**config.mk**
```make
export PLATFORM = sky130hd
export DESIGN_NAME = lzwe_front
export DESIGN_NICKNAME = d
export VERILOG_FILES = /design/src/sv/lzw_byte_stream_encoder_top_macros.svh /design/src/sv/lzwe_pkg.sv /design/src/sv/lzwe_front.sv
export SDC_FILE = /design/constraint.sdc
export NUM_CORES = 1
export LEC_CHECK = 0
export ABC_AREA = 0
export BUFFER_PORTS_ARGS = -buffer_cell sky130_fd_sc_hd__buf_2
export CAP_MARGIN = 25
export CORE_ASPECT_RATIO = 0.7
export CORE_MARGIN = 4
export CORE_UTILIZATION = 35
export CTS_CLUSTER_SIZE = 25
export DETAILED_ROUTE_END_ITERATION = 8
export PLACE_DENSITY = 0.54
export SLEW_MARGIN = 10
export SYNTH_ARGS = -nofsm -noshare
export SYNTH_HDL_FRONTEND = slang
export SYNTH_SLANG_ARGS = --single-unit
```
**constraint.sdc**
```tcl
create_clock -name clk -period 3.45 [get_ports clk]
set_clock_uncertainty 0.15 [all_clocks]
set_input_delay 0.1725 -clock clk [delete_from_list [all_inputs] [get_ports clk]]
set_output_delay 0.1725 -clock clk [all_outputs]
set_load 0.02 [all_outputs]
```
**src/sv/lzw_byte_stream_encoder_top_macros.svh**
```systemverilog
// Assertion helpers used by the encoder back end (lzwe_back).
`ifndef LZW_BYTE_STREAM_ENCODER_TOP_MACROS_SVH
`define LZW_BYTE_STREAM_ENCODER_TOP_MACROS_SVH

// The consequent holds in the same cycle as the antecedent.
`define LZWE_ASSERT_NOW(lbl, ante, cons) \
    lbl: assert property (@(posedge clk) disable iff (!rst_n) (ante) |-> (cons)) \
        else $error("lzwe assertion failed");

// The consequent holds in the cycle after the antecedent.
`define LZWE_ASSERT_NEXT(lbl, ante, cons) \
    lbl: assert property (@(posedge clk) disable iff (!rst_n) (ante) |=> (cons)) \
        else $error("lzwe assertion failed");

`endif

```
**src/sv/lzwe_pkg.sv**
```systemverilog
package lzwe_pkg;

    localparam int BYTE_W     = 8;
    localparam int FIRST_FREE = 256;

    typedef struct packed {
        logic [BYTE_W-1:0] data_byte;
        logic              final_byte;
        logic              starts;
    } item_t;

endpackage

```
**src/sv/lzwe_front.sv**
```systemverilog
module lzwe_front (
    input  logic                         clk,
    input  logic                         rst_n,
    input  logic                         in_valid,
    output logic                         in_stall,
    input  logic [lzwe_pkg::BYTE_W-1:0]  data_byte,
    input  logic                         final_byte,
    output logic                         item_valid,
    output lzwe_pkg::item_t              item,
    input  logic                         item_pop
);

    // Two-entry queue; each byte is tagged with whether it opens a stream.
    lzwe_pkg::item_t q_reg [2];
    logic            wr_ptr_reg;
    logic            rd_ptr_reg;
    logic [1:0]      count_reg;
    logic            first_reg;
    logic            push;
    logic            pop;

    assign in_stall   = (count_reg == 2'd2);
    assign push       = in_valid && !in_stall;
    assign item_valid = (count_reg != 2'd0);
    assign pop        = item_pop && item_valid;
    assign item       = q_reg[rd_ptr_reg];

    always_ff @(posedge clk or negedge rst_n)
    begin
        if (!rst_n)
        begin
            wr_ptr_reg <= 1'b0;
            rd_ptr_reg <= 1'b0;
            count_reg  <= 2'd0;
            first_reg  <= 1'b1;
        end
        else
        begin
            if (push)
            begin
                q_reg[wr_ptr_reg] <= '{data_byte: data_byte, final_byte: final_byte,
                                       starts: first_reg};
                wr_ptr_reg <= !wr_ptr_reg;
                first_reg  <= final_byte;
            end
            if (pop)
            begin
                rd_ptr_reg <= !rd_ptr_reg;
            end
            count_reg <= count_reg + 2'(push) - 2'(pop);
        end
    end

endmodule

```
# Word-level counts from Yosys, hierarchy flattened
# Memory sizes are Yosys's and may differ from the RTL's.
# Cells that the tools add are included.
[classes] n_addsub=2 eq_ne=1 muxes=2 n_reduce_logical=7
[ops] operator="$logic_and 1x1->1" count=3
[ops] operator="$logic_not 1->1" count=3
[ops] operator="$add 2x1->2" count=1
[ops] operator="$eq 2x2->1 const B" count=1
[ops] operator="$mux 1" count=2
[ops] operator="$reduce_bool 2->1" count=1
[ops] operator="$sub 2x1->2" count=1
[word_totals] register_bits=5 ram_bits=20 in_bits=13 output_inout_bits=12 word_cells=17 memories=1
[mem_list] name="q_reg" words=2 width=10 rd=1 rd_clocked_by_memory_dff=0 wr=1 line_no="lzwe_front.sv:14" source="lzwe_pkg::item_t q_reg [2];"

# Longest topological paths before layout
# Gate-level depths: netlist of run 1.
[depth] word_depth=6 depth_mapped=7 ltp_nobuf=7

# Worst setup path after synthesis of run 1
# Ideal clock, no wire load.
[synth_timing] path_kind="reg2reg" startpoint="register count_reg[1]" endpoint="memory q_reg[0][0] in the netlist's numbering (enable)" setup_time_ns=0.392 arrival_time_ns=1.434 required_ns=2.908 setup_slack_ns=1.474 stages_incl_launch_ff=4 path_buffers=0 period_less_slack_ns=1.976 cell_sequence="dfrtp_1 > nand2b_1 > nand2_2 > nor3b_1"
[synth_between] elab_chain_cells=6
[synth_lines] item="start, declared" line_no="lzwe_front.sv:17" source="logic [1:0] count_reg;"
[synth_lines] item="start signal, assigned" line_no="lzwe_front.sv:50" source="count_reg <= count_reg + 2'(push) - 2'(pop);"
[synth_lines] item="$eq 2x2->1" line_no="lzwe_front.sv:22" source="assign in_stall = (count_reg == 2'd2);"
[synth_lines] item="$logic_not 1->1" line_no="lzwe_front.sv:23" source="assign push = in_valid && !in_stall;"
[synth_lines] item="$logic_and 1x1->1" line_no="lzwe_front.sv:23"
[synth_lines] item="$mux 1" line_no="lzwe_front.sv:39" source="if (push)"
[synth_lines] item="$logic_and 1x1->1 (not written as such)" line_no="lzwe_front.sv:41" source="q_reg[wr_ptr_reg] <= '{data_byte: data_byte, final_byte: final_byte,"
[synth_lines] item="$mux 1 (not written as such)" line_no="lzwe_front.sv:41"
[synth_lines] item="end, declared" line_no="lzwe_front.sv:14"
# No other way between the ends.

# Worst setup path in the final report of run 1
[layout_timing] startpoint="register count_reg[1]" endpoint="memory q_reg[0][6] in the netlist's numbering (enable)"
# Same word-level chain as after synthesis.

==> impl_metrics.env, run 1 <==
export IMPL_outcome="finished, final reports clean"
export IMPL_max_freq_mhz=546
export IMPL_grt_first_pass_wirelength_mm=2.57
export IMPL_static_leakage_nw=0.509
export IMPL_ios=25
export IMPL_finalNetCount=104
export IMPL_synthCells=51
export IMPL_syn_warnings=0
export IMPL_final_setup_tns_ns=0
export IMPL_clk_root_buffer_cell="sky130_fd_sc_hd__clkbuf_8"
export IMPL_sequentialPowerShare_pct=48.2
export IMPL_synth_edf_count=20
export IMPL_num_antenna_cells=0
export IMPL_startpoint_type="flop"
export IMPL_utilization_pct=50.2
export IMPL_postSynthRegisterBits=25
export IMPL_postSynth_asyncResetShare_pct=20.0
export IMPL_required_ns=3.20
export IMPL_critical_path_peak_fanout=10
export IMPL_drt_first_iter_violations=9
export IMPL_crit_type="reg2reg"
export IMPL_internal_reg_to_reg_setup_slack_ns=1.62
export IMPL_place_hpwl_mm=1.05
export IMPL_clock_edge_transition_at_the_registers_on_the_reported_setup_and_hold_paths_ns=0.08
export IMPL_finalWirelength_mm=1.54
export IMPL_drt_pass1_iter_count=2
export IMPL_postSynthNetCount=66
export IMPL_post_layout_total_power_w=0.000938
export IMPL_drv_cap=0
export IMPL_endpoint="q_reg[0][6]$_DFFE_PP_"
export IMPL_cts_tree="yes"
export IMPL_timing_final_hold_violations=0
export IMPL_drc=0
export IMPL_cp_startpoint="count_reg[1]$_DFF_PN0_"
export IMPL_ant_nets=0
export IMPL_clock_network_fraction_of_design_power_pct=17.5
export IMPL_finalInstanceArea_mm2=0.00128
export IMPL_crit_arrival_ns=1.58
export IMPL_timing_final_setup_violations=0
export IMPL_yosys_most_used_dff="sky130_fd_sc_hd__edfxtp_1"
export IMPL_hold_path_class="in2reg"
export IMPL_cts_root_to_sink_buffers=2
export IMPL_overflow=0
export IMPL_largest_register_ffs=20
export IMPL_vias_per_cell=4.43
export IMPL_cts_buffers_inserted=3
export IMPL_timing_hold_ws_ns=0.0582
export IMPL_regToRegStartpoint="count_reg[1]$_DFF_PN0_"
export IMPL_ys_types=16
export IMPL_power_net_switching_w=0.000300
export IMPL_syn_area_per_cell_um2=19.1
export IMPL_timing_final_crit_share_pct=53.1
export IMPL_routed_wire_length_per_instance_um=12.6
export IMPL_first_global_vias=551
export IMPL_clkLatencyLatePin_ns=0.26
export IMPL_grt_start_max_net_pins=15
export IMPL_initial_core_util_pct=38.1
export IMPL_netlist_area_um2=973
export IMPL_chipWidth_um=71.0
export IMPL_timing_final_crit_period_ns=1.83
export IMPL_htree_levels=1
export IMPL_slew_headroom_pct=50.0
export IMPL_grt_setup_unrepaired="false"
export IMPL_tightestPinTransition_ns=0.747
export IMPL_tritoncts_sinks=25
export IMPL_antenna_found_initial=0
export IMPL_combPwrFrac_pct=34.3
export IMPL_power_share_switching_pct=32.0
export IMPL_core_rowCount=15
export IMPL_max_vdd_ir_drop_mv=0.369
export IMPL_fraction_of_layout_cells_with_a_size_suffix_above_1_pct=50.0
export IMPL_r2r_worst_path_cells=3
export IMPL_groute_usage_overall_pct=9.62
export IMPL_flow_area_growth_from_synthesis_pct=31.7
export IMPL_synth_sequential_area_ratio_pct=74.7
export IMPL_number_of_cells_upsized_or_downsized_after_cts=0
export IMPL_core_area_mm2=0.00255
export IMPL_place_congestion=0.743
export IMPL_die_h_um=52.1
export IMPL_slew_viol_final=0
export IMPL_critical_path_reg2reg_endpoint="q_reg[0][6]$_DFFE_PP_"
export IMPL_floorplan_die_area_mm2=0.00370
export IMPL_power_report_internal_total_w=0.000638
export IMPL_placed_cell_area_mm2=0.00114
export IMPL_nFillCells=234
export IMPL_crit_path_end_kind="flop"
export IMPL_routed_via_count=540
export IMPL_powerDensity_mw_per_mm2=731
export IMPL_place_port_buffers=24
==> Yosys cell counts, drive strengths merged (2+ instances only) <==
| cell | count | area, µm² |
|---|---|---|
| mux2 | 11 | 128 |
| edfxtp | 20 | 601 |
| ha | 2 | 25.0 |
| dfrtp | 4 | 100 |
| xnor2 | 3 | 26.3 |
| inv | 2 | 7.51 |
==> cells by family (layout without fill, tap and decap cells) <==
logic type | after synthesis | in the layout | share of synthesized area, %
XOR/XNOR | 4 | 4 | 3.60
adder cells (fa/ha/maj) | 2 | 2 | 2.57
buffers and inverters | 3 | 40 | 1.29
flip-flops | 25 | 25 | 74.7
multiplexers | 11 | 11 | 13.1
AND/OR/NAND/NOR | 6 | 6 | 4.76
==> worst min-delay path by stage <==
stage,from,slack [ns],endpoint,depth (start not counted)
6_report,item_pop,0.06,rd_ptr_reg$_DFFE_PN0P_,3
5_1_grt,item_pop,0.06,rd_ptr_reg$_DFFE_PN0P_,3
4_1_cts,item_pop,0.05,rd_ptr_reg$_DFFE_PN0P_,3
3_5_place_dp,rst_n,-0.15,wr_ptr_reg$_DFFE_PN0P_,1
3_3_place_gp,rst_n,-0.14,wr_ptr_reg$_DFFE_PN0P_,1
2_1_floorplan,rst_n,-0.27,count_reg[0]$_DFF_PN0_,0
==> worst max-delay path, stage by stage (launching register included) <==
cell and delay (ns):
sky130_fd_sc_hd__dfrtp_1 0.41, sky130_fd_sc_hd__nand2b_1 0.14, sky130_fd_sc_hd__nand2_2 0.12, sky130_fd_sc_hd__nor3b_2 0.65
==> routing by layer <==
layer,share of wire [%],up-vias,GRT usage (%)
met5,0,-,0
met4,0.84,0,2.81
met3,6.6,2,4.63
met2,47,15,15.7
met1,45,261,11.3
li1,-,262,-
==> per-stage QoR <==
stage               worst slack [ns]  cells
finish                          1.62    122
global route                    1.46    122
CTS                             1.56    122
detailed placement              1.57    108
global placement                1.60    108
floorplan                       1.47     51
==> repair_timing <==
action | in CTS | in global routing
buffers inserted | 0 | 0
hold buffers | 10 | 0
hold endpoints to repair | 23 | 0
==> area by class of cell <==
| class | count | area [µm²] | area share, % |
|---|---|---|---|
| tap | 34 | 42.5 | 3.32 |
| inverter | 2 | 7.51 | 0.585 |
| timing repair buffer | 34 | 220 | 17.2 |
| clock buffer | 3 | 41.3 | 3.22 |
| sequential | 25 | 727 | 56.7 |
| clock inverter | 1 | 5.00 | 0.390 |
| multi-input combinational | 23 | 239 | 18.6 |
==> cells in the final DEF (no fill, tap or decap), drive strengths merged <==
master and instances:
mux2 11, dfstp 1, and2 1, buf 24, xnor2 3, or2 1
inv 2, ha 2, nor3b 1, dlygate4sd3 10, clkinv 1, and4 1
xor2 1, dfrtp 4, clkbuf 3, nand2 1, nand2b 1, edfxtp 20
==> power groups by stage <==
stage               Sequential, W  Clock [W]  Combinational (W)
finish                   0.000452   0.000164           0.000322
global route             0.000463   0.000186           0.000354
CTS                      0.000453   0.000171           0.000330
detailed placement       0.000458          0           0.000319
global placement         0.000456          0           0.000320
floorplan                0.000426          0           0.000258
Note: power is estimated with default switching activity, not from simulation.
==> inputs of run 2 (changes only) <==
==> constraint.sdc (replaced) <==
create_clock -name clk -period 1.9 [get_ports clk]
set_clock_uncertainty 0.15 [all_clocks]
set_input_delay 0.095 -clock clk [delete_from_list [all_inputs] [get_ports clk]]
set_output_delay 0.095 -clock clk [all_outputs]
set_load 0.02 [all_outputs]
==> run 2 against run 1 <==
  * Clock-buffer cell count is the same
  * Cell count grew 2.5%
  * Hold slack worse by 0.036 ns
  * Wire length shrank 1.1%
==> impl_metrics.env, run 2 (synthesis results as in run 1) <==
export IMPL_outcome="finished, final reports clean"
export IMPL_clk_root_buffer_cell="sky130_fd_sc_hd__clkbuf_8"
export IMPL_post_route_worst_setup_slack_ns=0.0929
export IMPL_initial_core_util_pct=38.1
export IMPL_crit_path_end_kind="flop"
export IMPL_groute_usage_overall_pct=9.21
export IMPL_routed_wire_length_per_instance_um=12.2
export IMPL_finalWirelength_mm=1.52
export IMPL_drv_cap=0
export IMPL_first_global_vias=544
export IMPL_timing_final_setup_violations=0
export IMPL_layout_cells_non_filler=125
export IMPL_cts_post_setup_buffers_inserted=0
export IMPL_required_ns=1.94
export IMPL_slew_viol_final=0
export IMPL_overflow=0
export IMPL_drt_pass1_iter_count=2
export IMPL_grt_start_max_net_pins=15
export IMPL_max_vdd_ir_drop_mv=0.546
export IMPL_internal_reg_to_reg_setup_slack_ns=0.09
export IMPL_core_area_mm2=0.00255
export IMPL_crit_type="reg2reg"
export IMPL_grt_setup_unrepaired="false"
export IMPL_ios=25
export IMPL_finalNetCount=107
export IMPL_place_congestion=0.644
export IMPL_routed_via_count=540
export IMPL_critical_path_peak_fanout=3
export IMPL_crit_arrival_ns=1.85
export IMPL_final_common_cell="sky130_fd_sc_hd__buf_2"
export IMPL_max_freq_mhz=553
export IMPL_core_rowCount=15
export IMPL_grt_first_pass_wirelength_mm=2.50
export IMPL_die_h_um=52.1
export IMPL_cts_tree="yes"
export IMPL_htree_levels=1
export IMPL_flow_area_growth_from_synthesis_pct=35.6
export IMPL_highest_count_cells_in_the_layout_ignoring_fill_and_taps="sky130_fd_sc_hd__buf_2, sky130_fd_sc_hd__edfxtp_1, sky130_fd_sc_hd__dlygate4sd3_1"
export IMPL_timing_final_crit_period_ns=1.81
export IMPL_place_port_buffers=24
export IMPL_powerDensity_mw_per_mm2=1300
export IMPL_startpoint_type="flop"
export IMPL_slew_headroom_pct=66.3
export IMPL_drt_first_iter_violations=4
export IMPL_hold_path_class="in2async"
export IMPL_pre_cts_slack_ns=0.0866
export IMPL_drc=0
export IMPL_fraction_of_layout_cells_with_a_size_suffix_above_1_pct=51.6
export IMPL_post_place_cells=110
export IMPL_timing_final_crit_share_pct=95.1
export IMPL_clkLatencyLatePin_ns=0.26
export IMPL_tightestPinTransition_ns=0.505
export IMPL_largest_register_ffs=20
export IMPL_antenna_found_initial=0
export IMPL_floorplan_die_area_mm2=0.00370
export IMPL_timing_final_hold_violations=0
export IMPL_cts_buffers_inserted=3
export IMPL_tritoncts_sinks=25
export IMPL_cts_root_to_sink_buffers=2
export IMPL_clock_edge_transition_at_the_registers_on_the_reported_setup_and_hold_paths_ns=0.08
export IMPL_static_leakage_nw=0.523
export IMPL_chipWidth_um=71.0
export IMPL_ant_nets=0
export IMPL_final_setup_tns_ns=0
export IMPL_num_antenna_cells=0
export IMPL_vias_per_cell=4.32
==> run 2: cell count changes in the layout (fill, tap and decap cells not counted) <==
cell / change
sky130_fd_sc_hd__dlygate4sd3_1: +1
sky130_fd_sc_hd__ha_1: -1
sky130_fd_sc_hd__buf_4: +2
sky130_fd_sc_hd__ha_4: +1
==> run 2: path summary, 6_finish.rpt <==
kind | startpoint | to | cells after the start
worst min-delay path | rst_n | count_reg[1]$_DFF_PN0_ | 2
worst max-delay path | count_reg[1]$_DFF_PN0_ | count_reg[1]$_DFF_PN0_ | 7
worst min register to register | wr_ptr_reg$_DFFE_PN0P_ | wr_ptr_reg$_DFFE_PN0P_ | 1
worst max register to register | count_reg[1]$_DFF_PN0_ | count_reg[1]$_DFF_PN0_ | 7
max in group asynchronous | rst_n | first_reg$_DFFE_PN1P_ | 2
min in group clk | in_valid | wr_ptr_reg$_DFFE_PN0P_ | 3
==> run 2: metal layers <==
| layer | vias up | wire length (µm) | track usage (%) |
|---|---|---|---|
| li1 | 269 | - | - |
| met1 | 254 | 664 | 10.0 |
| met2 | 15 | 738 | 15.8 |
| met3 | 2 | 108 | 4.63 |
| met4 | 0 | 13 | 2.81 |
| met5 | - | 0 | 0 |
==> run 2: cell type report <==
| type | instances | area [µm²] |
|---|---|---|
| clock buffer | 3 | 41.3 |
| clock inverter | 1 | 5.00 |
| fill | 225 | 1230 |
| inverter | 2 | 7.51 |
| multi-input combinational | 23 | 251 |
| sequential | 25 | 727 |
| tap | 34 | 42.5 |
| timing repair buffer | 37 | 245 |
==> run 2: where the power goes <==
group	internal (W)	switching [W]	total [W]
sequential	0.000722	0.0000962	0.000818
combinational	0.000305	0.000300	0.000606
clock	0.000146	0.000152	0.000298
total	0.00117	0.000549	0.00172
==> run 2: per-stage QoR <==
step / utilization [%] / hold slack, ns / total power [W] / area [µm²]
2_1_floorplan: - / -0.351 / 0.00125 / 978
3_3_place_gp: 45.1 / -0.225 / 0.00142 / 1150
3_5_place_dp: 45.1 / -0.223 / 0.00142 / 1150
4_1_cts: 51.2 / 0.0137 / 0.00174 / 1310
5_1_grt: 51.7 / 0.0393 / 0.00184 / 1320
6_report: 51.7 / 0.0224 / 0.00172 / 1320
==> run 2: repair_timing <==
item	4_1_cts	5_1_grt
endpoints found under the setup margin	0	1
hold endpoints to repair	25	0
hold buffers	11	0
resized for setup	0	1
==> run 2: worst max-delay path, cell delays in order (launching register included) <==
cell and delay [ns]:
sky130_fd_sc_hd__dfrtp_1 0.41, sky130_fd_sc_hd__or2_4 0.24, sky130_fd_sc_hd__and2_4 0.17, sky130_fd_sc_hd__ha_4 0.25
sky130_fd_sc_hd__inv_1 0.03, sky130_fd_sc_hd__ha_1 0.18, sky130_fd_sc_hd__xnor2_1 0.18, sky130_fd_sc_hd__xnor2_1 0.13
==> inputs of run 3 (changes only) <==
--- a/config.mk
+++ b/config.mk
@@ -13,7 +13,7 @@
 export CORE_UTILIZATION = 35
 export CTS_CLUSTER_SIZE = 25
 export DETAILED_ROUTE_END_ITERATION = 8
-export PLACE_DENSITY = 0.54
+export PLACE_DENSITY = 0.62
 export SLEW_MARGIN = 10
 export SYNTH_ARGS = -nofsm -noshare
 export SYNTH_HDL_FRONTEND = slang
==> run 3 against run 2 <==
  * Sequential cell count did not move
  * Final area fell by 0.76%
  * Non-clock buffer count did not move
  * Register-to-register slack got worse by 0.03 ns
  * Critical path depth did not move
  * Global-route usage rose by 0.49 points
  * Highest routed layer unchanged
  * Clock power rose by 5%
  * Power rose by 0.26%
  * Core utilization fell by 0.39 points
  * Critical endpoint unchanged
  * First-iteration DRC count rose to 4.3 times the previous value
  * Critical path type unchanged
  * Die area did not move
  * Combinational power fell by 1%
==> impl_metrics.env, run 3 (synthesis results as in run 1) <==
export IMPL_nFillCells=224
export IMPL_cts_root_to_sink_buffers=2
export IMPL_global_route_peak_usage_layer="met2"
export IMPL_fraction_of_layout_cells_with_a_size_suffix_above_1_pct=50.5
export IMPL_drt_pass1_iter_count=3
export IMPL_hold_path_class="in2async"
export IMPL_ant_nets=0
export IMPL_ios=25
export IMPL_cts_tree="yes"
export IMPL_groute_layer_met3_usage_pct=4.44
export IMPL_cts_post_setup_buffers_inserted=0
export IMPL_tritoncts_sinks=25
export IMPL_drv_cap=0
export IMPL_floorplan_die_area_mm2=0.00370
export IMPL_timing_final_hold_violations=0
export IMPL_initial_core_util_pct=38.1
export IMPL_use_met2_pct=14.9
export IMPL_post_layout_total_power_w=0.00173
export IMPL_clkLatencyLatePin_ns=0.26
export IMPL_core_rowCount=15
export IMPL_flow_area_growth_from_synthesis_pct=34.6
export IMPL_chipWidth_um=71.0
export IMPL_grt_setup_unrepaired="false"
export IMPL_internal_reg_to_reg_setup_slack_ns=0.07
export IMPL_final_common_cell="sky130_fd_sc_hd__buf_2"
export IMPL_vias_per_cell=4.25
export IMPL_final_setup_tns_ns=0
export IMPL_static_leakage_nw=0.520
export IMPL_cts_buffers_inserted=3
export IMPL_htree_levels=1
export IMPL_max_freq_mhz=545
export IMPL_required_ns=1.94
export IMPL_routed_wire_length_per_instance_um=12.4
export IMPL_highest_count_cells_in_the_layout_ignoring_fill_and_taps="sky130_fd_sc_hd__buf_2, sky130_fd_sc_hd__edfxtp_1, sky130_fd_sc_hd__dlygate4sd3_1"
export IMPL_crit_arrival_ns=1.87
export IMPL_groute_layer_met1_usage_pct=12.0
export IMPL_regToRegStartpoint="count_reg[1]$_DFF_PN0_"
export IMPL_first_global_vias=571
export IMPL_place_hpwl_mm=1.12
export IMPL_slew_headroom_pct=67.1
export IMPL_num_antenna_cells=0
export IMPL_clk_root_buffer_cell="sky130_fd_sc_hd__clkbuf_8"
export IMPL_groute_usage_overall_pct=9.70
export IMPL_crit_path_end_kind="flop"
export IMPL_timing_final_crit_period_ns=1.83
export IMPL_r2r_worst_path_cells=7
export IMPL_finalWirelength_mm=1.55
export IMPL_crit_type="reg2reg"
export IMPL_utilization_pct=51.3
export IMPL_grt_start_max_net_pins=16
export IMPL_finalNetCount=107
export IMPL_antenna_found_initial=0
export IMPL_tightestPinTransition_ns=0.493
export IMPL_critical_path_peak_fanout=3
export IMPL_grt_first_pass_wirelength_mm=2.61
export IMPL_outcome="finished, final reports clean"
export IMPL_core_area_mm2=0.00255
export IMPL_largest_register_ffs=20
export IMPL_clock_edge_transition_at_the_registers_on_the_reported_setup_and_hold_paths_ns=0.08
export IMPL_overflow=0
export IMPL_max_vdd_ir_drop_mv=0.639
export IMPL_place_congestion=0.660
export IMPL_timing_hold_ws_ns=0.0156
export IMPL_post_place_cells=110
export IMPL_drt_first_iter_violations=17
export IMPL_drc=0
export IMPL_layout_cells_non_filler=125
export IMPL_cp_startpoint="count_reg[1]$_DFF_PN0_"
export IMPL_place_port_buffers=24
export IMPL_timing_final_setup_violations=0
export IMPL_number_of_cells_upsized_or_downsized_after_cts=0
export IMPL_timing_final_crit_share_pct=96.5
export IMPL_routed_via_count=531
export IMPL_powerDensity_mw_per_mm2=1320
export IMPL_slew_viol_final=0
export IMPL_startpoint_type="flop"
export IMPL_die_h_um=52.1
[run 3: cell count changes in the layout (fill, tap and decap cells not counted), sizes merged]
cell / delta
clkinv: -1
clkinvlp: +1
[run 3: what timing repair did]
| action | CTS | global route |
|---|---|---|
| hold buffers | 11 | 0 |
| hold endpoints to repair | 25 | 0 |
| setup endpoints to repair | 0 | 0 |
[run 3: cell type report]
type                       count  area (µm²)  share of cell area (%)
tap                           34        42.5                    3.25
clock inverter                 1        7.51                   0.573
sequential                    25         727                    55.5
inverter                       2        7.51                   0.573
multi-input combinational     23         239                    18.2
clock buffer                   3        41.3                    3.15
timing repair buffer          37         245                    18.7
[run 3: worst max-delay path, stage by stage (launching register included)]
cell and delay, ns:
sky130_fd_sc_hd__dfrtp_1 0.41, sky130_fd_sc_hd__or2_4 0.26, sky130_fd_sc_hd__and2_4 0.16, sky130_fd_sc_hd__ha_1 0.26, sky130_fd_sc_hd__inv_1 0.04, sky130_fd_sc_hd__ha_1 0.17, sky130_fd_sc_hd__xnor2_1 0.17, sky130_fd_sc_hd__xnor2_1 0.14
[run 3: worst paths after layout]
path | endpoint
max | count_reg[1]$_DFF_PN0_
min | count_reg[1]$_DFF_PN0_
max reg2reg | count_reg[1]$_DFF_PN0_
min reg2reg | wr_ptr_reg$_DFFE_PN0P_
max in group asynchronous | first_reg$_DFFE_PN1P_
min in group clk | wr_ptr_reg$_DFFE_PN0P_
[run 3: power breakdown]
| part | switching (W) | internal (W) |
|---|---|---|
| Combinational | 0.000300 | 0.000299 |
| Sequential | 0.0000932 | 0.000722 |
| Clock | 0.000165 | 0.000148 |
[run 3: metal layers]
layer / share of wire, % / vias to the layer above
li1: - / 265
met1: 45 / 243
met2: 45 / 18
met3: 8.8 / 5
met4: 1.4 / 0
met5: 0 / -
[run 3: per-stage QoR]
step	worst slack [ns]	area (µm²)
after detailed placement	0.0765	1150
after CTS	0.0497	1310
after global placement	0.111	1150
after global routing	0.00833	1310
final	0.0665	1310
after floorplan	0.0844	978
